$ cat src/rtl/core/laplacian_edge_filter_3x3_core_macros.svh
// assertion macros for the laplacian edge filter core
// used by the back end; expects clk and rst_n in the including scope
`ifndef LAPLACIAN_EDGE_FILTER_3X3_CORE_MACROS_SVH
`define LAPLACIAN_EDGE_FILTER_3X3_CORE_MACROS_SVH
`ifndef NO_ASSERTIONS
// same-cycle implication
`define LEF_ASSERT_IMP(lbl, ante, cons, msg) \
    lbl: assert property (@(posedge clk) disable iff (!rst_n) (ante) |-> (cons)) \
        else $error(msg);
// next-cycle implication
`define LEF_ASSERT_NXT(lbl, ante, cons, msg) \
    lbl: assert property (@(posedge clk) disable iff (!rst_n) (ante) |=> (cons)) \
        else $error(msg);
`else
`define LEF_ASSERT_IMP(lbl, ante, cons, msg)
`define LEF_ASSERT_NXT(lbl, ante, cons, msg)
`endif
`endif

$ cat src/rtl/core/lef_pkg.sv
// shared types and constants of the laplacian edge filter core
// no dependencies
package lef_pkg;

    localparam int PIX_W        = 8;
    localparam int ROW_OUT_W    = 12;
    localparam int COL_OUT_W    = 10;
    localparam int WIDTH_REG_W  = 11;
    localparam int HEIGHT_REG_W = 13;
    localparam int CFG_DATA_W   = 13;
    localparam int CFG_INDEX_W  = 1;

    // register indexes
    localparam logic [CFG_INDEX_W-1:0] REG_IMAGE_WIDTH  = 1'b0;
    localparam logic [CFG_INDEX_W-1:0] REG_IMAGE_HEIGHT = 1'b1;

    localparam int WIDTH_RESET  = 640;
    localparam int HEIGHT_RESET = 480;
    localparam int MIN_SIZE     = 3;
    localparam int PIX_MAX      = 255;

    typedef struct packed {
        logic [PIX_W-1:0] gray_pixel;
        logic             frame_start;
    } pixel_in_t;

    typedef struct packed {
        logic [PIX_W-1:0]     result_pixel;
        logic [ROW_OUT_W-1:0] result_row;
        logic [COL_OUT_W-1:0] result_column;
        logic                 last_of_run;
        logic                 frame_done;
    } result_t;

    // classification of one pixel by the front end
    typedef struct packed {
        logic emit_upper;  // releases the result one line up
        logic border;      // that result is a border pixel
        logic last_row;    // also releases its own result
        logic frame_end;   // bottom-right pixel of the frame
    } item_flags_t;

endpackage

$ cat src/rtl/core/lef_front.sv
// front end: configuration registers, raster position counters and pixel classification
// depends on lef_pkg
module lef_front
    import lef_pkg::*;
#(
    parameter int MAX_WIDTH  = 1024,
    parameter int MAX_HEIGHT = 4096
) (
    input  logic                          clk,
    input  logic                          rst_n,
    input  logic                          cfg_valid,
    output logic                          cfg_ready,
    input  logic [CFG_INDEX_W-1:0]        cfg_index,
    input  logic [CFG_DATA_W-1:0]         cfg_data,
    input  logic                          pixel_valid,
    output logic                          pixel_ready,
    input  pixel_in_t                     pixel,
    output logic                          item_valid,
    input  logic                          item_ready,
    output logic [PIX_W-1:0]              item_pix,
    output logic [$clog2(MAX_WIDTH)-1:0]  item_col,
    output logic [$clog2(MAX_HEIGHT)-1:0] item_row,
    output item_flags_t                   item_flags
);

    localparam int CB    = $clog2(MAX_WIDTH);
    localparam int RB    = $clog2(MAX_HEIGHT);
    localparam int WB    = $clog2(MAX_WIDTH + 1);
    localparam int HB    = $clog2(MAX_HEIGHT + 1);
    localparam int W_RST = (WIDTH_RESET > MAX_WIDTH) ? MAX_WIDTH : WIDTH_RESET;
    localparam int H_RST = (HEIGHT_RESET > MAX_HEIGHT) ? MAX_HEIGHT : HEIGHT_RESET;

    logic [WB-1:0] width_reg, width_next;
    logic [HB-1:0] height_reg, height_next;
    logic [CB-1:0] col_reg, col_next;
    logic [RB-1:0] row_reg, row_next;

    logic [31:0]   width_raw, height_raw;
    logic [WB-1:0] width_sat;
    logic [HB-1:0] height_sat;

    logic          accept;
    logic [CB-1:0] col_start, c;
    logic [RB-1:0] row_start, r;
    logic [HB-1:0] row_step, row_ext, r_plus;
    logic [WB-1:0] c_plus;
    logic          col_wrap, row_wrap;

    assign cfg_ready   = 1'b1;
    assign accept      = pixel_valid && pixel_ready;
    assign item_valid  = pixel_valid;
    assign pixel_ready = item_ready;

    // saturate register writes into the supported range
    always_comb
    begin
        width_raw  = 32'(cfg_data[WIDTH_REG_W-1:0]);
        height_raw = 32'(cfg_data[HEIGHT_REG_W-1:0]);
        if (width_raw < 32'(MIN_SIZE))
            width_sat = WB'(MIN_SIZE);
        else if (width_raw > 32'(MAX_WIDTH))
            width_sat = WB'(MAX_WIDTH);
        else
            width_sat = WB'(width_raw);
        if (height_raw < 32'(MIN_SIZE))
            height_sat = HB'(MIN_SIZE);
        else if (height_raw > 32'(MAX_HEIGHT))
            height_sat = HB'(MAX_HEIGHT);
        else
            height_sat = HB'(height_raw);
    end

    // register decoder
    always_comb
    begin
        width_next  = width_reg;
        height_next = height_reg;
        if (cfg_valid && cfg_ready)
        begin
            unique case (cfg_index)
                REG_IMAGE_WIDTH:  width_next  = width_sat;
                REG_IMAGE_HEIGHT: height_next = height_sat;
                default:          ;
            endcase
        end
    end

    // position of the incoming pixel, with restart and wrap after a size change
    always_comb
    begin
        col_start = pixel.frame_start ? '0 : col_reg;
        row_start = pixel.frame_start ? '0 : row_reg;
        row_step  = HB'(row_start) + HB'(1);
        if (WB'(col_start) >= width_reg)
        begin
            c       = '0;
            row_ext = row_step;
        end
        else
        begin
            c       = col_start;
            row_ext = HB'(row_start);
        end
        r        = (row_ext >= height_reg) ? '0 : row_ext[RB-1:0];
        c_plus   = WB'(c) + WB'(1);
        r_plus   = HB'(r) + HB'(1);
        col_wrap = c_plus >= width_reg;
        row_wrap = r_plus >= height_reg;
    end

    // classification handed to the back end
    always_comb
    begin
        item_pix              = pixel.gray_pixel;
        item_col              = c;
        item_row              = r;
        item_flags.emit_upper = r != '0;
        item_flags.border     = (r == RB'(1)) || (c == '0) || col_wrap;
        item_flags.last_row   = row_wrap;
        item_flags.frame_end  = row_wrap && col_wrap;
    end

    // counters advance past the accepted pixel
    always_comb
    begin
        col_next = col_reg;
        row_next = row_reg;
        if (accept)
        begin
            if (col_wrap)
            begin
                col_next = '0;
                row_next = row_wrap ? '0 : r_plus[RB-1:0];
            end
            else
            begin
                col_next = c_plus[CB-1:0];
                row_next = r;
            end
        end
    end

    always_ff @(posedge clk or negedge rst_n)
    begin
        if (!rst_n)
        begin
            width_reg  <= WB'(W_RST);
            height_reg <= HB'(H_RST);
            col_reg    <= '0;
            row_reg    <= '0;
        end
        else
        begin
            width_reg  <= width_next;
            height_reg <= height_next;
            col_reg    <= col_next;
            row_reg    <= row_next;
        end
    end

endmodule

$ cat config.mk
export PLATFORM = sky130hd
export DESIGN_NAME = lef_front
export DESIGN_NICKNAME = d
export VERILOG_FILES = /design/src/rtl/core/laplacian_edge_filter_3x3_core_macros.svh /design/src/rtl/core/lef_pkg.sv /design/src/rtl/core/lef_front.sv
export SDC_FILE = /design/constraint.sdc
export NUM_CORES = 1
export LEC_CHECK = 0
export BUFFER_PORTS_ARGS = -buffer_cell sky130_fd_sc_hd__buf_2
export CORE_UTILIZATION = 40
export DETAILED_ROUTE_END_ITERATION = 10
export PLACE_DENSITY = 0.7
export SYNTH_ARGS = -nofsm -noshare
export SYNTH_HDL_FRONTEND = slang
export SYNTH_SLANG_ARGS = --single-unit
export TNS_END_PERCENT = 1
$ cat constraint.sdc
create_clock -name clk -period 7 [get_ports clk]
set_input_delay 0 -clock clk [delete_from_list [all_inputs] [get_ports clk]]
set_output_delay 0 -clock clk [all_outputs]
set_load 0.005 [all_outputs]
Yosys cells after proc, flatten, opt, wreduce, memory -nomap -nowiden:

Cells that the tools add are included.

* logic and storage cells: 37
* flip-flop bits (word level): 46
* output and inout port bits: 37

* eq/ne operators: 1
* add/subtract/negate cells: 3
* bitwise gates (word level): 1
* reductions and logical operators: 8
* $lt $le $gt $ge: 8
* mux-type cells: 12

Operators by type and width (count)
* two-way mux 12 bit: 4
* two-way mux 13 bit: 3
* two-way mux 10 bit: 3
* adder 12 x 1 -> 13 bit (second input constant): 2
* >= comparator 13 bit: 2
* two-way mux 11 bit: 2
* > comparator 13 bit (second input constant): 1
* < comparator 13 x 2 -> 1 bit (second input constant): 1
* == test 12 x 1 -> 1 bit (second input constant): 1
* nonzero test 12 bit: 1
* adder 10 x 1 -> 11 bit (second input constant): 1
* >= comparator 10 x 11 -> 1 bit: 1
* >= comparator 11 bit: 1
* > comparator 11 bit (second input constant): 1
* < comparator 11 x 2 -> 1 bit (second input constant): 1
* zero test 10 bit: 1
* AND reduction 2 bit: 2
* logical AND 1 bit: 2
* logical OR 1 bit: 2
* inverter 1 bit: 1

Logic depth before layout (Yosys ltp):

* depth in word-level cells: 9
* mapped depth: 36

Worst setup path after synthesis:

Ideal clock, no wire load.

* path kind: in2reg
* start point: in pixel[0] (netlist bit)
* end point: reg row_reg[6]
* arrival: 6.657 ns
* path slack: 0.276 ns
* buffers on the path: 7
* cell stages on the path: 33
* cell sequence: buf_6 clkbuf_1 clkbuf_8 clkbuf_1 nand2b_1 ha_1 nand2b_4 a2111o_1 a31oi_4 buf_6 nand2_2 nand4_1 mux2_4 ha_1 and4_1 o211a_1 a21oi_1 and2_1 clkbuf_1 and2_1 ha_1 nand3_1 nor3_1 xnor2_1 ha_1 a2111oi_0 or3_1 and3_1 clkbuf_1 nand2_1 or3_1 mux2i_1 a221o_1

* longest elaborated chain between the ends: 9
* elaborated cells between the ends (all ways): 14

RTL lines
* from (decl): line lef_front.sv:17 `input pixel_in_t pixel,`
* two-way mux 12 bit or two-way mux 10 bit (tied branches): line lef_front.sv:92, lef_front.sv:91
* adder 12 x 1 -> 13 bit or >= comparator 10 x 11 -> 1 bit (tied branches): line lef_front.sv:93, lef_front.sv:94
* two-way mux 13 bit (*): line lef_front.sv:94 `if (WB'(col_start) >= width_reg)`
* >= comparator 13 bit: line lef_front.sv:104 `r = (row_ext >= height_reg) ? '0 : row_ext[RB-1:0];`
* two-way mux 12 bit (*): line lef_front.sv:104
* via item_row[1]: line lef_front.sv:22 `output logic [$clog2(MAX_HEIGHT)-1:0] item_row,`
* adder 12 x 1 -> 13 bit (*): line lef_front.sv:106 `r_plus = HB'(r) + HB'(1);`
* >= comparator 13 bit: line lef_front.sv:108 `row_wrap = r_plus >= height_reg;`
* two-way mux 12 bit (*): line lef_front.sv:133 `row_next = row_wrap ? '0 : r_plus[RB-1:0];`
* two-way mux 12 bit (*): line lef_front.sv:130 `if (col_wrap)`
* to (signal assigned): line lef_front.sv:157 `row_reg <= row_next;`
* to (decl): line lef_front.sv:36 `logic [RB-1:0] row_reg, row_next;`

Mark *: on every way through the listed nets, which the timed path passes. The rest lies on a longest branch.
A chain may end at the register's enable or synchronous reset.

Worst setup path in the final report:

* start point: reg col_reg[3]
* end point: reg row_reg[2]

* longest elaborated chain between the ends: 9
* elaborated cells between the ends (all ways): 12

RTL lines
* from (decl): line lef_front.sv:35 `logic [CB-1:0] col_reg, col_next;`
* from (signal assigned): line lef_front.sv:156 `col_reg <= col_next;`
* two-way mux 10 bit (*): line lef_front.sv:91 `col_start = pixel.frame_start ? '0 : col_reg;`
* >= comparator 10 x 11 -> 1 bit: line lef_front.sv:94
* two-way mux 13 bit: line lef_front.sv:94
* >= comparator 13 bit: line lef_front.sv:104
* two-way mux 12 bit: line lef_front.sv:104
* adder 12 x 1 -> 13 bit: line lef_front.sv:106
* >= comparator 13 bit: line lef_front.sv:108
* two-way mux 12 bit: line lef_front.sv:133
* two-way mux 12 bit (*): line lef_front.sv:130

Every way passes the cells marked *; elsewhere a longest branch is shown, timed or not.

==> impl_metrics.json <==
{
  "grt_use_total_pct": 22.77,
  "fin_skew_ns": 0.01014,
  "hpwl_um": 10020,
  "cp.required_ns": 7.18,
  "netlist_area_mm2": 0.004539,
  "tns_ns": 0,
  "fp.dieH_um": 108.5,
  "synth-seq-cells": 46,
  "ioPinCount": 65,
  "worst_ir_drop_vdd_mv": 0.1166,
  "hold_viol": 0,
  "grt_first_pass_wirelength_um": 20750,
  "overflow": 0,
  "yosys_warnings": 0,
  "final_nets": 657,
  "power.density_mw_per_mm2": 194.8,
  "final_common_cell": "ha_1",
  "path_max_fanout": 10,
  "clkSlewWorstSetupHoldPaths_ns": 0.07,
  "grt_pass1_vias": 4079,
  "initial_core_util_pct": 41.51,
  "synth_edf_count": 0,
  "syn-num-nets": 617,
  "critPathCaptureType": "register",
  "status": "completed",
  "antenna_found_initial": 0,
  "synth_seq_area_share_pct": 25.52,
  "synthXorXnorAreaFrac_pct": 4.052,
  "synth_cell_types": 74,
  "dpl_cell_area_mm2": 0.004753,
  "drt_iter0_drc": 385,
  "portBuffers": 47,
  "timing.fmax_mhz": 152.8,
  "min_from": "pixel[6]",
  "routed_wl_um": 12930,
  "die_x_um": 108.5,
  "slew_headroom_pct": 28.29,
  "path_class": "register to register",
  "clock_latency_ns": 0.30,
  "period_minus_slack_ns": 6.544,
  "setup_violations": 0,
  "via_per_inst": 5.791,
  "cts_root_buffer": "clkbuf_16",
  "num_vias": 4152,
  "syn2layout_area_growth_pct": 13.12,
  "fin_area_mm2": 0.005135,
  "async_flop_share_pct": 100.0,
  "std_cell_rows": 38,
  "drc": 0,
  "drive_gt1_share_pct": 19.58,
  "slew_violations": 0,
  "drt_first_pass_iters": 5,
  "cts_sinks": 46,
  "synth_top_area_share_pct": 22.05,
  "final_min_period_over_clock_period_pct": 93.48,
  "synth-simple-area-share_pct": 24.81,
  "cts_tree": "yes",
  "ant_nets": 0,
  "core_mm2": 0.01094,
  "n_fill_cell": 1074,
  "crit_path_start_kind": "register",
  "layout_common_cells": "ha_1 (53), buf_2 (47), nand2_1 (44), nor2_1 (42), dfrtp_1 (40)",
  "rsz0062_at_grt": "false",
  "cts_buffers": 5,
  "synthTopCellsByArea": "dfrtp_1 (22%), ha_1 (15%), a22o_1 (3.9%), nand2_1 (3.7%), nor2_1 (3.6%)",
  "grt_max_degree": 47,
  "r2r-start": "col_reg[3]",
  "largest_reg_flops": 13,
  "hp-class": "primary input to output pin",
  "p_leak_nw": 2.491,
  "synthFlopType": "dfrtp_1",
  "wl_per_cell_um": 18.03,
  "cts_buffer_depth": 2,
  "htreeDepth": 2,
  "worstMarginPinSlew_ns": 1.076,
  "synth.largest_area_cell": "dfrtp_1",
  "syn_inst": 536,
  "yosys.area_share.adder_pct": 14.61,
  "avgSynthCellArea_um2": 8.469,
  "num_antenna_cells": 0,
  "synth.area.mux_share_pct": 3.638,
  "dieArea_mm2": 0.01178,
  "synth_top_family_by_area": "simple AND/OR/NAND/NOR gates",
  "maxCapViolations": 0,
  "startpoint": "col_reg[3]",
  "place_congestion": 0.9738,
  "synth_compound_area_share_pct": 18.99,
  "arrival_ns": 6.72
}
[stage by stage]
stage | total power [mW] | utilization (%) | hold WS [ns] | setup slack [ns] | instances
floorplan | 0.5639 | - | -0.2956 | 0.2758 | 536
global placement | 0.6556 | 43.47 | 0.00006013 | 0.4607 | 694
detailed placement | 0.6644 | 43.47 | 0.00006013 | 0.2102 | 694
CTS | 0.9867 | 46.16 | 0.00006013 | 0.1482 | 712
global route | 1.055 | 46.96 | 0.000007969 | 0.01682 | 717
finish | 1.000 | 46.96 | 0.000002246 | 0.4564 | 717
[critical path, stage by stage (launching register included)]
cell,delay [ns]
dfrtp_1,0.40
nor2b_1,0.19
ha_1,0.30
o21ai_0,0.14
a21oi_4,0.24
a31oi_4,0.12
buf_12,0.16
a21oi_1,0.28
mux2i_4,0.39
inv_2,0.10
ha_1,0.29
and4_1,0.18
o211a_1,0.14
a21oi_1,0.21
and2_2,0.25
and2_1,0.20
ha_1,0.26
nand3_2,0.18
nor3_1,0.52
xnor2_1,0.14
ha_1,0.29
nand3_1,0.09
or3_1,0.37
and3_1,0.23
inv_1,0.24
o21ai_0,0.12
a221oi_1,0.33
nor2_1,0.06
[cell type report]
class | count | area (um^2) | share of cell area [%]
multi-input combinational | 419 | 3042 | 59.24
sequential | 46 | 1159 | 22.56
timing repair buffer | 68 | 430.4 | 8.382
tap | 140 | 175.2 | 3.411
inverter | 36 | 135.1 | 2.632
clock buffer | 5 | 125.1 | 2.437
clock inverter | 3 | 68.82 | 1.340
[cell usage after synthesis, types with 7 or more instances]
| library cell | n |
|---|---|
| ha_1 | 53 |
| and3_1 | 13 |
| o21ai_0 | 24 |
| buf_4 | 12 |
| a21oi_1 | 30 |
| nor2b_1 | 12 |
| xnor2_1 | 15 |
| nor3_1 | 12 |
| clkbuf_1 | 12 |
| nor2_1 | 44 |
| a21o_1 | 7 |
| nand2_1 | 45 |
| dfrtp_1 | 40 |
| nand2b_1 | 14 |
| a22o_1 | 20 |
| inv_1 | 35 |
| nand4_1 | 8 |
| nand3_1 | 17 |
[repair_timing]
item	in CTS	in global routing
endpoints found under the setup margin	0	14
buffers inserted	0	5
hold buffers	10	0
resized for setup	0	10
endpoints found under the hold margin	57	0
[routing by layer]
metal	track usage, %	wire [um]
met1	31.54	5931
met3	3.556	850
met4	7.819	311
met5	0	0
met2	35.85	5838
[path summary, 6_finish.rpt]
path,to,slack [ns],depth (start not counted)
hold / removal,item_pix[5],0.000002,0
max in group asynchronous,width_reg[0],5.89,2
setup / recovery,row_reg[2],0.46,27
setup reg to reg,row_reg[2],0.46,27
hold reg to reg,height_reg[9],0.48,2
min in group asynchronous,width_reg[4],0.46,2
[where the power goes]
| part | total (mW) | leakage, nW | switching, mW | internal (mW) |
|---|---|---|---|---|
| clock | 0.318 | 0.0940 | 0.112 | 0.205 |
| combinational | 0.359 | 1.81 | 0.215 | 0.144 |
| sequential | 0.323 | 0.583 | 0.0266 | 0.297 |
| total | 1.00 | 2.49 | 0.354 | 0.646 |
[cells by family (layout without fill, tap and decap cells)]
| logic type | count (synthesis) | after routing |
|---|---|---|
| AOI/OAI and AO/OA | 123 | 123 |
| other | 1 | 1 |
| buffers and inverters | 71 | 112 |
| muxes | 14 | 14 |
| DFF | 46 | 46 |
| adders and majority gates | 53 | 53 |
| xor gates and xnor gates | 21 | 21 |
| and+or+nand+nor | 207 | 207 |
Power figures use the tool's default switching activity.
