### src/rtl/core/laplacian_edge_filter_3x3_core_macros.svh
// assertion macros for the laplacian edge filter core
// used by the back end; expects clk and rst_n in the including scope
`ifndef LAPLACIAN_EDGE_FILTER_3X3_CORE_MACROS_SVH
`define LAPLACIAN_EDGE_FILTER_3X3_CORE_MACROS_SVH
`ifndef NO_ASSERTIONS
// same-cycle implication
`define LEF_ASSERT_IMP(lbl, ante, cons, msg) \
    lbl: assert property (@(posedge clk) disable iff (!rst_n) (ante) |-> (cons)) \
        else $error(msg);
// next-cycle implication
`define LEF_ASSERT_NXT(lbl, ante, cons, msg) \
    lbl: assert property (@(posedge clk) disable iff (!rst_n) (ante) |=> (cons)) \
        else $error(msg);
`else
`define LEF_ASSERT_IMP(lbl, ante, cons, msg)
`define LEF_ASSERT_NXT(lbl, ante, cons, msg)
`endif
`endif

### src/rtl/core/lef_queue.sv
// short first-in first-out queue in flops between front and back end
// depends on lef_pkg only through the caller's data layout
module lef_queue #(
    parameter int DATA_W = 32,
    parameter int DEPTH  = 4
) (
    input  logic              clk,
    input  logic              rst_n,
    input  logic              push_valid,
    output logic              push_ready,
    input  logic [DATA_W-1:0] push_data,
    output logic              pop_valid,
    input  logic              pop_ready,
    output logic [DATA_W-1:0] pop_data
);

    localparam int PW = (DEPTH > 1) ? $clog2(DEPTH) : 1;
    localparam int NW = $clog2(DEPTH + 1);

    logic [DATA_W-1:0] slot_reg [DEPTH];
    logic [PW-1:0]     wr_ptr_reg, wr_ptr_next;
    logic [PW-1:0]     rd_ptr_reg, rd_ptr_next;
    logic [NW-1:0]     count_reg, count_next;
    logic              push, pop;

    assign push_ready = count_reg != NW'(DEPTH);
    assign pop_valid  = count_reg != '0;
    assign pop_data   = slot_reg[rd_ptr_reg];
    assign push       = push_valid && push_ready;
    assign pop        = pop_valid && pop_ready;

    // pointer and fill count update
    always_comb
    begin
        wr_ptr_next = wr_ptr_reg;
        rd_ptr_next = rd_ptr_reg;
        count_next  = count_reg;
        if (push)
            wr_ptr_next = (wr_ptr_reg == PW'(DEPTH - 1)) ? '0 : wr_ptr_reg + PW'(1);
        if (pop)
            rd_ptr_next = (rd_ptr_reg == PW'(DEPTH - 1)) ? '0 : rd_ptr_reg + PW'(1);
        if (push && !pop)
            count_next = count_reg + NW'(1);
        else if (pop && !push)
            count_next = count_reg - NW'(1);
    end

    always_ff @(posedge clk or negedge rst_n)
    begin
        if (!rst_n)
        begin
            wr_ptr_reg <= '0;
            rd_ptr_reg <= '0;
            count_reg  <= '0;
        end
        else
        begin
            wr_ptr_reg <= wr_ptr_next;
            rd_ptr_reg <= rd_ptr_next;
            count_reg  <= count_next;
        end
    end

    // storage
    always_ff @(posedge clk)
    begin
        if (push)
        begin
            slot_reg[wr_ptr_reg] <= push_data;
        end
    end

endmodule

### config.mk
export PLATFORM = sky130hd
export DESIGN_NAME = lef_queue
export DESIGN_NICKNAME = d
export VERILOG_FILES = /design/src/rtl/core/laplacian_edge_filter_3x3_core_macros.svh /design/src/rtl/core/lef_queue.sv
export SDC_FILE = /design/constraint.sdc
export NUM_CORES = 1
export LEC_CHECK = 0
export ABC_AREA = 1
export BUFFER_PORTS_ARGS = -buffer_cell sky130_fd_sc_hd__buf_2
export CAP_MARGIN = 20
export CORE_MARGIN = 10
export CORE_UTILIZATION = 39
export DETAILED_ROUTE_END_ITERATION = 7
export RECOVER_POWER = 100
export SETUP_SLACK_MARGIN = 0.3
export SLEW_MARGIN = 15
export SYNTH_ARGS = -nofsm -noshare
export SYNTH_HDL_FRONTEND = slang
export SYNTH_SLANG_ARGS = --single-unit
### constraint.sdc
create_clock -name clk -period 8.2 [get_ports clk]
set_clock_uncertainty 0.2 [all_clocks]
set_input_delay 0.41 -clock clk [delete_from_list [all_inputs] [get_ports clk]]
set_output_delay 0.41 -clock clk [all_outputs]
set_load 0.03 [all_outputs]
==> Word level (Yosys, flattened, before mapping) <==
Memories as Yosys holds them, arrays and structs flattened.
Cells that the tools add are included.
{ "word_totals": {"ram_bits": 128, "word_cells": 25, "n_memories": 1, "in_bits": 36, "ff_bits": 7} }
{ "op_classes": {"n_reduce_logical": 8, "n_eq_ne": 3, "mux": 6, "add_sub_neg": 4} }
{ "mem_list": {"columns": ["memory", "words", "width", "rd", "rd_clocked_by_memory_dff", "wr", "line_no", "text"], "rows": [
  ["slot_reg", 4, 32, 1, 0, 1, "lef_queue.sv:20", "logic [DATA_W-1:0] slot_reg [DEPTH];"]
]} }
{ "ops": {"columns": ["op", "count"], "rows": [
  ["2-to-1 mux 3 bit", 2],
  ["adder 2 x 1 -> 2 bit (second input constant)", 2],
  ["== test 2 bit (second input constant)", 2],
  ["logical AND 1 bit", 4],
  ["2-to-1 mux 2 bit", 2],
  ["adder 3 x 1 -> 3 bit (second input constant)", 1],
  ["!= test 3 bit (second input constant)", 1],
  ["nonzero test 3 bit", 1],
  ["subtractor 3 x 1 -> 3 bit (second input constant)", 1],
  ["logical NOT 1 bit", 2],
  ["2-to-1 mux 1 bit", 2],
  ["nonzero test 2 bit", 1]
]} }

==> Longest topological paths before layout <==
Gate-level depths: netlist of the first run.
{ "logic_depth": {"ltp_word": 6, "mapped_depth": 12, "ltp_nobuf": 12} }

==> Least setup slack after synthesis of the first run <==
No wires, ideal clock.
{ "synth_path": {"path_kind": "reg2reg", "start": "reg count_reg[0]", "end": "mem slot_reg[0][0], enable pin", "stages_incl_launch_ff": 5, "n_path_buf": 0, "slack_ns": 5.197, "period_less_slack_ns": 3.003, "arrival_time_ns": 2.382, "t_required_ns": 7.579, "path_cell_list": "dfrtp_1 -> inv_1 -> nand3_1 -> nand2_1 -> nor2_1"} }
{ "synth_via": {"elab_chain_cells": 4} }
{ "synth_rtl": {"columns": ["element", "line_no", "text"], "rows": [
  ["from (decl)", "lef_queue.sv:23", "logic [NW-1:0] count_reg, count_next;"],
  ["from (signal assigned)", "lef_queue.sv:60", "count_reg <= count_next;"],
  ["!= test 3 bit", "lef_queue.sv:26", "assign push_ready = count_reg != NW'(DEPTH);"],
  ["named net push_ready", "lef_queue.sv:10", "output logic push_ready,"],
  ["logical AND 1 bit", "lef_queue.sv:29", "assign push = push_valid && push_ready;"],
  ["2-to-1 mux 1 bit", "lef_queue.sv:67", "if (push)"],
  ["2-to-1 mux 1 bit (not written as such)", "lef_queue.sv:69", "slot_reg[wr_ptr_reg] <= push_data;"],
  ["to (decl)", "lef_queue.sv:20", null]
]} }
The timed path passes the listed nets, and every way through them passes these cells.

==> Final worst setup path of the first run <==
{ "layout_path": {"start": "reg rd_ptr_reg[0]", "end": "out pop_data[3]"} }
{ "layout_via": {"elab_chain_cells": 1} }
{ "layout_rtl": {"columns": ["element", "line_no", "text"], "rows": [
  ["from (decl)", "lef_queue.sv:22", "logic [PW-1:0] rd_ptr_reg, rd_ptr_next;"],
  ["from (signal assigned)", "lef_queue.sv:59", "rd_ptr_reg <= rd_ptr_next;"],
  ["memory read (4 x 32 bit)", null, null],
  ["to (decl)", "lef_queue.sv:14", "output logic [DATA_W-1:0] pop_data"]
]} }
No other way between the ends.

==> metrics.md, run 1 <==
| Metric | Value |
|---|---|
| Status | finished with violations |
| Failing checks | max-capacitance violations, max-slew violations |
| CTS tree | yes |
| Reg power frac | 36.6% |
| Least-Margin Pin Slew | between 1.5 and 2 ns |
| Top cell type's share of synthesized area | 70.1% |
| Top post-synthesis cells by area | edfxtp_1, o211ai_1, nand2_1, inv_1, dfrtp_1 |
| Clock power frac | 30.9% |
| Worst Path Arrival | slightly below 3 ns |
| Cells after synthesis | around 430 |
| Static leakage | around 2.5 nW |
| Port bufs | 69 |
| Nets | approximately 550 |
| Clock root buffer | clkbuf_16 |
| Sink Count | about 140 |
| Pint | 1.70 mW |
| Synthesized Nets | roughly 480 |
| Power share of the combinational group | between 30% and 40% |
| Most frequent cells in the layout | edfxtp_1, nand2_1, inv_1 |
| Final slew viol count | 78 |
| Core area | about 14000 µm² |
| Worst path max stage delay | 1.56 ns |
| Vias post-DR | between 3000 and 4000 |
| Yosys reg bits | between 100 and 150 |
| Post-DR wirelength/cell | around 15 µm |
| Synth cell types | 17 |
| Reg clk slew, reported paths | about 0.050 ns |
| Post_cts resized | 0 |
| Remaining antenna violation count | 0 |
| HP Class | in2reg |
| Max clock buf depth | 2 |
| Residual DRC | 0 |
| Final Critical Period | between 3 and 4 ns |
| Clock latency on the worst-skew pair | approximately 0.40 ns |
| Initial Util | 39.7% |
| Post-synthesis average cell area | roughly 13 µm² |
| Pre-Repair DR Iteration Count | 4 |
| Total Wirelength | between 10 and 15 mm |
| Period Utilization, post-route | 43.3% |
| Die X-Extent | ~140 µm |
| Fmax | roughly 0.28 GHz |
| CP top delay family | flip-flops |
| Post-Layout Inst Area | around 6600 µm² |
| Number of inserted diodes | 0 |
| Register area share after synthesis | roughly 73% |
| Final hold vios | 0 |
| RSZ-0062 raised after global routing | no |
| Max cap viols | 2 |
| Num CTS Buffers | 17 |
| Row count | 43 |
| Final setup TNS | 0 ns |
| Leading area contributor after synthesis | edfxtp_1 |
| Leading cell type in the layout, fill and taps excluded | edfxtp_1 |
| DIE AREA | about 19000 µm² |
| Switching Share | between 30% and 40% |
| CP startpoint kind | register |
| Starting DRT DRC Count | 235 |
| Critical setup path kind | reg2out |
| All-Layer GR Usage | 11.0% |
| Vias per cell | 4.63 |
| Pwr/cell area | 409 nW/µm² |
| Setup crit end kind | primary output |
| H-tree level count | 4 |
| Slew headroom | -21.6% |
| Grt total ovfl | 0 |
| Share of post-route cells with drive strength above 1 | under 10% |
| First-pass GRT wire length | around 17 mm |
| CP Max Fanout | slightly above 70 |
| P&R area growth vs syn | 20.4% |
| Die Ht | around 140 µm |
| WP data required | around 7.6 ns |
| Postcts setup bufs | 0 |
| GPL Wtd Cong | 0.708 |
| YS warnings | 0 |
| Initial antenna violation count | 0 |
| Worst VDD drop | ~0.14 mV |
| Cell Area, Synth | approximately 5500 µm² |
| Setup Viol. Count Final | 0 |
| Final HPWL DP | ~6.4 mm |
| Crit path cell chain | buf_16 > o211ai_1 > nand2_1 > clkbuf_1 |
| Max reg flops | around 130 |
| CP max stage cell | dfrtp_1 |
| Top Ports | 70 |
| Placed Instance Area | 5990 µm² |
| Bufs and invs on worst path | 2 |
| P_sw | roughly 1.0 mW |
| Maximum number of pins on one net before global-route repair | approximately 130 |
| Vias in the first global route | approximately 3100 |
[kinds of logic (layout without fill, tap and decap cells)]
group | Yosys count | after routing | synth area share [%]
flip-flops | 135 | 135 | 73.2
AND/OR/NAND/NOR | 125 | 125 | 8.76
buffers and inverters | 99 | 187 | 7.25
AO/OA/AOI/OAI | 65 | 65 | 8.85
adder cells (fa/ha/maj) | 7 | 7 | 1.73
XOR/XNOR | 1 | 1 | 0.160
[per-layer routing]
| metal | routed length, µm | GRT usage [%] | vias to the layer above |
|---|---|---|---|
| li1 | - | - | 1638 |
| met1 | 4750 | 13.4 | 1528 |
| met2 | 5290 | 17.8 | 69 |
| met3 | 478 | 3.12 | 8 |
| met4 | 111 | 4.78 | 0 |
| met5 | 0 | 0 | - |
[final timing paths]
kind                               start         endpoint  slack (ns)  cells past startpoint
setup / recovery           rd_ptr_reg[0]      pop_data[3]        4.65                      4
hold / removal             push_data[26]  slot_reg[0][26]        0.06                      1
setup reg to reg            count_reg[0]   slot_reg[2][5]        4.74                      5
hold reg to reg             count_reg[2]     count_reg[2]        0.30                      2
max in group asynchronous          rst_n    rd_ptr_reg[0]        7.31                      2
min in group asynchronous          rst_n    wr_ptr_reg[0]        0.22                      2
[timing repair]
item / 4_1_cts / 5_1_grt
hold buffers: 3 / 0
hold endpoints to repair: 15 / 0
endpoints found under the setup margin: 0 / 0
[power by group through the flow]
stage               registers (mW)  clock network [mW]  logic (mW)
global route                  1.01               0.879       0.979
finish                       0.990               0.834       0.878
global placement              1.04                   0       0.867
floorplan                    0.959                   0       0.699
CTS                           1.03               0.849       0.883
detailed placement            1.05                   0       0.878
[through the flow]
step	std cells	util [%]	worst slack [ns]	hold slack, ns	power, mW
floorplan	432	-	5.20	-0.0856	1.66
global placement	661	43.3	5.77	0.0521	1.91
detailed placement	661	43.3	5.71	0.0507	1.93
CTS	695	48.3	5.32	0.0000598	2.77
global route	700	47.8	4.38	0.0665	2.86
finish	700	47.8	4.65	0.0578	2.70
[cell usage after synthesis]
library cell / count
buf_1: 1
buf_2: 18
buf_4: 1
clkbuf_1: 1
dfrtp_1: 7
edfxtp_1: 128
fa_1: 1
ha_1: 6
inv_1: 77
inv_2: 1
nand2_1: 111
nand3_1: 7
nand4_1: 1
nor2_1: 6
o211ai_1: 64
o21ai_0: 1
xnor2_1: 1
[layout make-up]
cell class                      count  area (µm²)
Clock buffer                       19         433
Tap cell                          180         225
Timing Repair Buffer               78         342
Multi-Input combinational cell    198        1070
Sequential cell                   135        4020
Clock inverter                     12         223
Inverter                           78         293
Fill cell                        1216        7220
Power figures use the tool's default switching activity.
==> run 2, diff against run 1 <==
--- a/config.mk
+++ b/config.mk
@@ -5,7 +5,7 @@
 export SDC_FILE = /design/constraint.sdc
 export NUM_CORES = 1
 export LEC_CHECK = 0
-export ABC_AREA = 1
+export ABC_AREA = 0
 export BUFFER_PORTS_ARGS = -buffer_cell sky130_fd_sc_hd__buf_2
 export CAP_MARGIN = 20
 export CORE_MARGIN = 10
==> constraint.sdc (replaced) <==
create_clock -name clk -period 3.3 [get_ports clk]
set_clock_uncertainty 0.2 [all_clocks]
set_input_delay 0.165 -clock clk [delete_from_list [all_inputs] [get_ports clk]]
set_output_delay 0.165 -clock clk [all_outputs]
set_load 0.03 [all_outputs]
==> run 2 against run 1 <==
  * The run still ends with max-capacitance violations, max-slew violations left
  * Sequential power increased to 2.5 times the previous value
  * Global-route usage increased by 0.057 points
  * Cell count decreased by 27%
  * Sequential cell count unchanged
  * Cell area decreased by 3.8%
  * Critical endpoint is now slot_reg[1][18]
==> metrics.md, run 2 <==
| Metric | Value |
|---|---|
| Top cell type's share of synthesized area | 76.1% |
| Number of inserted diodes | 0 |
| Fmax | around 0.38 GHz |
| Vias per cell | 4.72 |
| Register area share after synthesis | slightly below 80% |
| Worst VDD drop | around 0.82 mV |
| Slew headroom | -16.2% |
| Initial antenna violation count | 0 |
| CP Max Fanout | 32 |
| Most common cell in the netlist | edfxtp_1 |
| Post-DR wirelength/cell | around 18 µm |
| Residual DRC | 0 |
| Yosys reg bits | about 140 |
| Share of post-route cells with drive strength above 1 | 19.0% |
| Commonest cells post-synth | edfxtp_1, mux4_2, dfrtp_1, ha_1, and3_2 |
| Final hold vios | 0 |
| Setup Viol. Count Final | 0 |
| Crit path cell chain | or3b_1 > and3_1 |
| Clock root buffer | clkbuf_16 |
| Static leakage | 2.08 nW |
| Post-synthesis average cell area | approximately 25 µm² |
| Non-filler instance count after layout | roughly 510 |
| CP max stage cell | and3_1 |
| Worst slack, placed | between 0.9 and 1 ns |
| Final setup TNS | 0 ns |
| Placed cells | roughly 440 |
| Bufs and invs on worst path | 0 |
| Ys flop type | edfxtp_1 |
| Leading cell type in the layout, fill and taps excluded | edfxtp_1 |
| Final slew viol count | 66 |
| Sink Count | ~140 |
| Reg clk slew, reported paths | 0.05 ns |
| DIE AREA | 17900 µm² |
| Most frequent cells in the layout | edfxtp_1, clkbuf_1, dlygate4sd3_1 |
| Die Ht | 134 µm |
| Vias in the first global route | approximately 2900 |
| Placed Instance Area | ~5600 µm² |
| Grt total ovfl | 0 |
| Initial Util | between 30% and 40% |
| Status | finished with violations |
| Post-synth EDFFs | between 100 and 150 |
| Setup crit end kind | register |
| Leading area contributor after synthesis | edfxtp_1 |
| Max cap viols | 2 |
| Post-layout util | ~50% |
| Asr flop ratio synth | just over 5% |
| Clock latency on the worst-skew pair | approximately 0.40 ns |
| # hold bufs at CTS | 36 |
| All-Layer GR Usage | between 10 and 15% |
| Cell Area, Synth | 5050 µm² |
| Least-Margin Pin Slew | approximately 1.7 ns |
| Synthesized Nets | 247 |
| Synth cell types | 19 |
| Final hold slack | ~0.32 ns |
| Row count | a little over 40 |
| Post-route setup slack | between 0.6 and 0.7 ns |
| Starting DRT DRC Count | about 110 |
| Total Wirelength | around 9.4 mm |
| Port bufs | 69 |
| Max reg flops | 128 |
| CP top delay family | simple AND/OR/NAND/NOR gates |
| Failing checks | max-capacitance violations, max-slew violations |
| Worst path max stage delay | approximately 1.4 ns |
| Period Utilization, post-route | between 80% and 90% |
| Post-Layout Inst Area | 6350 µm² |
| Vias post-DR | 2398 |
| Postcts setup bufs | 0 |
| P&R area growth vs syn | 25.7% |
| Top Ports | 70 |
| Top post-synthesis cells by area | edfxtp_1, mux4_2, dfrtp_1, ha_1, mux2_2 |
| Worst Path Arrival | 2.46 ns |
| Maximum number of pins on one net before global-route repair | 36 |
| RSZ-0062 raised after global routing | no |
| Remaining antenna violation count | 0 |
| Final Critical Period | between 2 and 3 ns |
| WP data required | slightly above 3 ns |
| Die X-Extent | between 100 and 150 µm |
| Critical setup path kind | reg2reg |
| YS warnings | 0 |
| Pwr/cell area | 931 nW/µm² |
| Post_cts resized | 0 |
| HP Class | reg2reg |
| H-tree level count | 4 |
| Nets | approximately 370 |
| GPL Wtd Cong | between 0.6 and 0.7 |
| Max clock buf depth | 2 |
| CP startpoint kind | register |
| Cells after synthesis | slightly above 200 |
| Core area | 12700 µm² |
| Pre-Repair DR Iteration Count | 4 |
| # fillers | roughly 1100 |
| Num CTS Buffers | 17 |
| Final HPWL DP | roughly 5.7 mm |
| First-pass GRT wire length | between 10 and 15 mm |
| Total power | about 5.9 mW |
| CTS tree | yes |
[run 2: cell type report]
type	count	area, µm²	area share [%]
clock buffers	23	448	7.05
clock inverters	7	32.5	0.512
inverters	3	11.3	0.177
multi-input cells	58	968	15.2
flip-flops and latches	135	4020	63.3
well taps	172	215	3.39
repair buffers	110	658	10.4
[run 2: cell families after synthesis]
kind of cell / count (synthesis) / synth area share, %
xor gates and xnor gates: 3 / 0.520
adders and majority gates: 7 / 1.88
muxes: 37 / 15.5
and+or+nand+nor: 11 / 1.44
buffers and inverters: 11 / 1.11
DFF: 135 / 79.5
[run 2: metal layers]
layer | vias up | share of wire [%] | global-route usage, %
met5 | - | 0 | 0
met4 | 0 | 1.3 | 4.96
met3 | 9 | 5.6 | 4.33
met2 | 67 | 52 | 18.8
met1 | 1217 | 41 | 11.9
li1 | 1105 | - | -
[run 2: final timing paths]
check / startpoint / to / slack (ns) / depth (start not counted)
worst max-delay path: count_reg[2] / slot_reg[1][18] / 0.64 / 2
worst min-delay path: count_reg[2] / count_reg[2] / 0.32 / 1
worst max register to register: count_reg[2] / slot_reg[1][18] / 0.64 / 2
worst min register to register: count_reg[2] / count_reg[2] / 0.32 / 1
max in group asynchronous: rst_n / rd_ptr_reg[0] / 2.11 / 3
min in group asynchronous: rst_n / wr_ptr_reg[0] / 0.51 / 3
[run 2: power by group]
group,internal (mW),switching [mW],total [mW]
clock network,0.934,0.608,1.54
logic,0.699,1.20,1.90
registers,2.29,0.188,2.48
==> run 3, diff against run 2 <==
--- a/config.mk
+++ b/config.mk
@@ -5,7 +5,7 @@
 export SDC_FILE = /design/constraint.sdc
 export NUM_CORES = 1
 export LEC_CHECK = 0
-export ABC_AREA = 0
+export ABC_AREA = 1
 export BUFFER_PORTS_ARGS = -buffer_cell sky130_fd_sc_hd__buf_2
 export CAP_MARGIN = 20
 export CORE_MARGIN = 10
==> constraint.sdc (replaced) <==
create_clock -name clk -period 2.45 [get_ports clk]
set_clock_uncertainty 0.2 [all_clocks]
set_input_delay 0.1225 -clock clk [delete_from_list [all_inputs] [get_ports clk]]
set_output_delay 0.1225 -clock clk [all_outputs]
set_load 0.03 [all_outputs]
==> run 3 against run 2 <==
  * The flow now finishes without violations
  * Cell count is 46% higher
  * First-iteration DRC count is 60% higher
  * Die area is 7.3% higher
  * Power is 51% higher
  * Non-clock buffer count is 13 higher
  * Register-to-register slack worse by 0.36 ns
  * Worst hold slack worse by 0.019 ns
  * Core utilization is 0.42 points higher
  * Largest cell class unchanged
  * Largest power group is now combinational cells
==> metrics.md, run 3 (synthesis gave the netlist of run 1 again) <==
| Metric | Value |
|---|---|
| Num CTS Buffers | 17 |
| Crit path cell chain | clkbuf_2 > nand2_1 > o211ai_1 > nand2_1 > clkbuf_1 |
| Most frequent CP cell | nand2_1 |
| RSZ-0062 raised after global routing | yes |
| Vias per cell | approximately 4.7 |
| CP Max Fanout | 12 |
| Row count | 43 |
| Top Ports | 70 |
| Die X-Extent | between 100 and 150 µm |
| Total power | 8.97 mW |
| Sink Count | around 140 |
| Multi-input gate area | approximately 1100 µm² |
| Non-filler instance count after layout | 744 |
| Fmax | between 0.4 and 0.5 GHz |
| Nets | just under 600 |
| Area taken by flip-flops and latches | approximately 4000 µm² |
| Port bufs | a little under 70 |
| Initial Util | 39.7% |
| Share of post-route cells with drive strength above 1 | approximately a tenth |
| Least-Margin Pin Slew | 0.515 ns |
| Setup crit end kind | primary output |
| FF-to-FF setup slack | between 0.2 and 0.3 ns |
| GPL Wtd Cong | approximately 0.72 |
| Post-Layout Inst Area | 6990 µm² |
| Final hold slack | between 0.2 and 0.3 ns |
| Most frequent cells in the layout | edfxtp_1, nand2_1, inv_1 |
| Max cap viols | 0 |
| Worst slack, placed | 0.351 ns |
| Placed cells | around 670 |
| Residual DRC | 0 |
| HP Class | in2reg |
| Post-route setup slack | 0.230 ns |
| Clock latency on the worst-skew pair | roughly 0.42 ns |
| Grt total ovfl | 0 |
| Initial antenna violation count | 0 |
| CP max stage cell | dfrtp_4 |
| Max reg flops | ~130 |
| P_sw | 3.45 mW |
| Min-delay src | push_data[6] |
| Remaining antenna violation count | 0 |
| Vias in the first global route | roughly 3600 |
| Power share of the combinational group | 36.7% |
| Period Utilization, post-route | 90.6% |
| Setup crit end | pop_data[31] |
| H-tree level count | 4 |
| Final Critical Period | between 2 and 2.5 ns |
| First-pass GRT wire length | between 15 and 20 mm |
| WP data required | 2.13 ns |
| Die Ht | 139 µm |
| Final slew viol count | 0 |
| Post-DR wirelength/cell | 15.2 µm |
| Worst R2R End | slot_reg[0][3] |
| Clock power frac | between 20% and 30% |
| Worst setup startpoint | rd_ptr_reg[0] |
| Pwr/cell area | about 1300 nW/µm² |
| Pre-Repair DR Iteration Count | 4 |
| Setup Viol. Count Final | 0 |
| Static leakage | about 2.7 nW |
| Path depth of the worst reg2reg path | 6 |
| Number of inserted diodes | 0 |
| Clock root buffer | clkbuf_16 |
| Slew headroom | between 60 and 70% |
| Starting DRT DRC Count | approximately 180 |
| Placed Instance Area | between 6000 and 7000 µm² |
| Worst path max stage delay | 0.57 ns |
| Origin of the critical flop-to-flop path | count_reg[1] |
| Vias post-DR | 3468 |
| CTS tree | yes |
| Leading cell type in the layout, fill and taps excluded | edfxtp_1 |
| P&R area growth vs syn | 27.5% |
| Worst VDD drop | 0.640 mV |
| DIE AREA | between 15000 and 20000 µm² |
| Post-layout util | roughly 50% |
| Max clock buf depth | 2 |
| Critical setup path kind | reg2out |
| Status | completed |
| All-Layer GR Usage | between 10% and 20% |
| Core area | around 14000 µm² |
| Worst Path Arrival | roughly 1.9 ns |
| Final HPWL DP | slightly below 7 mm |
| CP startpoint kind | register |
| Reg clk slew, reported paths | 0.05 ns |
| Final setup TNS | 0 ns |
| Total Wirelength | ~11 mm |
| Switching Share | about two fifths |
| Reg power frac | between 30% and 40% |
| # fillers | ~1200 |
| Final hold vios | 0 |
| Pint | 5.52 mW |
| Maximum number of pins on one net before global-route repair | 54 |
run 3: worst min path at each step:
stage	to	slack (ns)	cells past startpoint
finish	slot_reg[0][6]	0.30	2
global route	slot_reg[0][27]	0.32	2
CTS	slot_reg[0][6]	0.24	2
detailed placement	rd_ptr_reg[1]	-0.23	1
global placement	rd_ptr_reg[1]	-0.23	1
floorplan	count_reg[0]	-0.37	0
run 3: critical path, delay by kind of cell (launching register included):
kind / cells / cell delay (ns)
buffers and inverters: 2 / 0.58
DFF: 1 / 0.57
and+or+nand+nor: 2 / 0.25
AOI/OAI and AO/OA: 1 / 0.09
run 3: power by group through the flow:
stage | Sequential, mW | Clock, mW | Combinational [mW]
after floorplan | 3.19 | 0 | 2.39
after global placement | 3.30 | 0 | 3.26
after detailed placement | 3.32 | 0 | 3.32
after CTS | 3.24 | 2.50 | 3.44
after global routing | 3.26 | 2.61 | 3.66
final | 3.22 | 2.45 | 3.29
run 3: final cells by class:
type                       count  area share [%]
sequential                   135            57.5
inverter                      78            4.22
timing repair buffer         123            11.1
clock inverter                11            1.91
tap                          180            3.22
multi-input combinational    198            15.8
clock buffer                  19            6.19
run 3: per-layer routing:
metal	routed length (µm)	up-vias	part of all wire (%)	GRT usage, %
met2	5660	68	50	20.6
met4	189	0	1.7	5.05
li1	-	1732	-	-
met1	4920	1650	44	14.1
met3	539	18	4.8	4.14
met5	0	-	0	0
run 3: repair_timing:
item / CTS / global route
hold buffers: 36 / 0
hold endpoints to repair: 140 / 0
endpoints found under the setup margin: 24 / 24
gates resized for setup: 0 / 3
pin swaps: 0 / 1
buffers inserted: 1 / 4
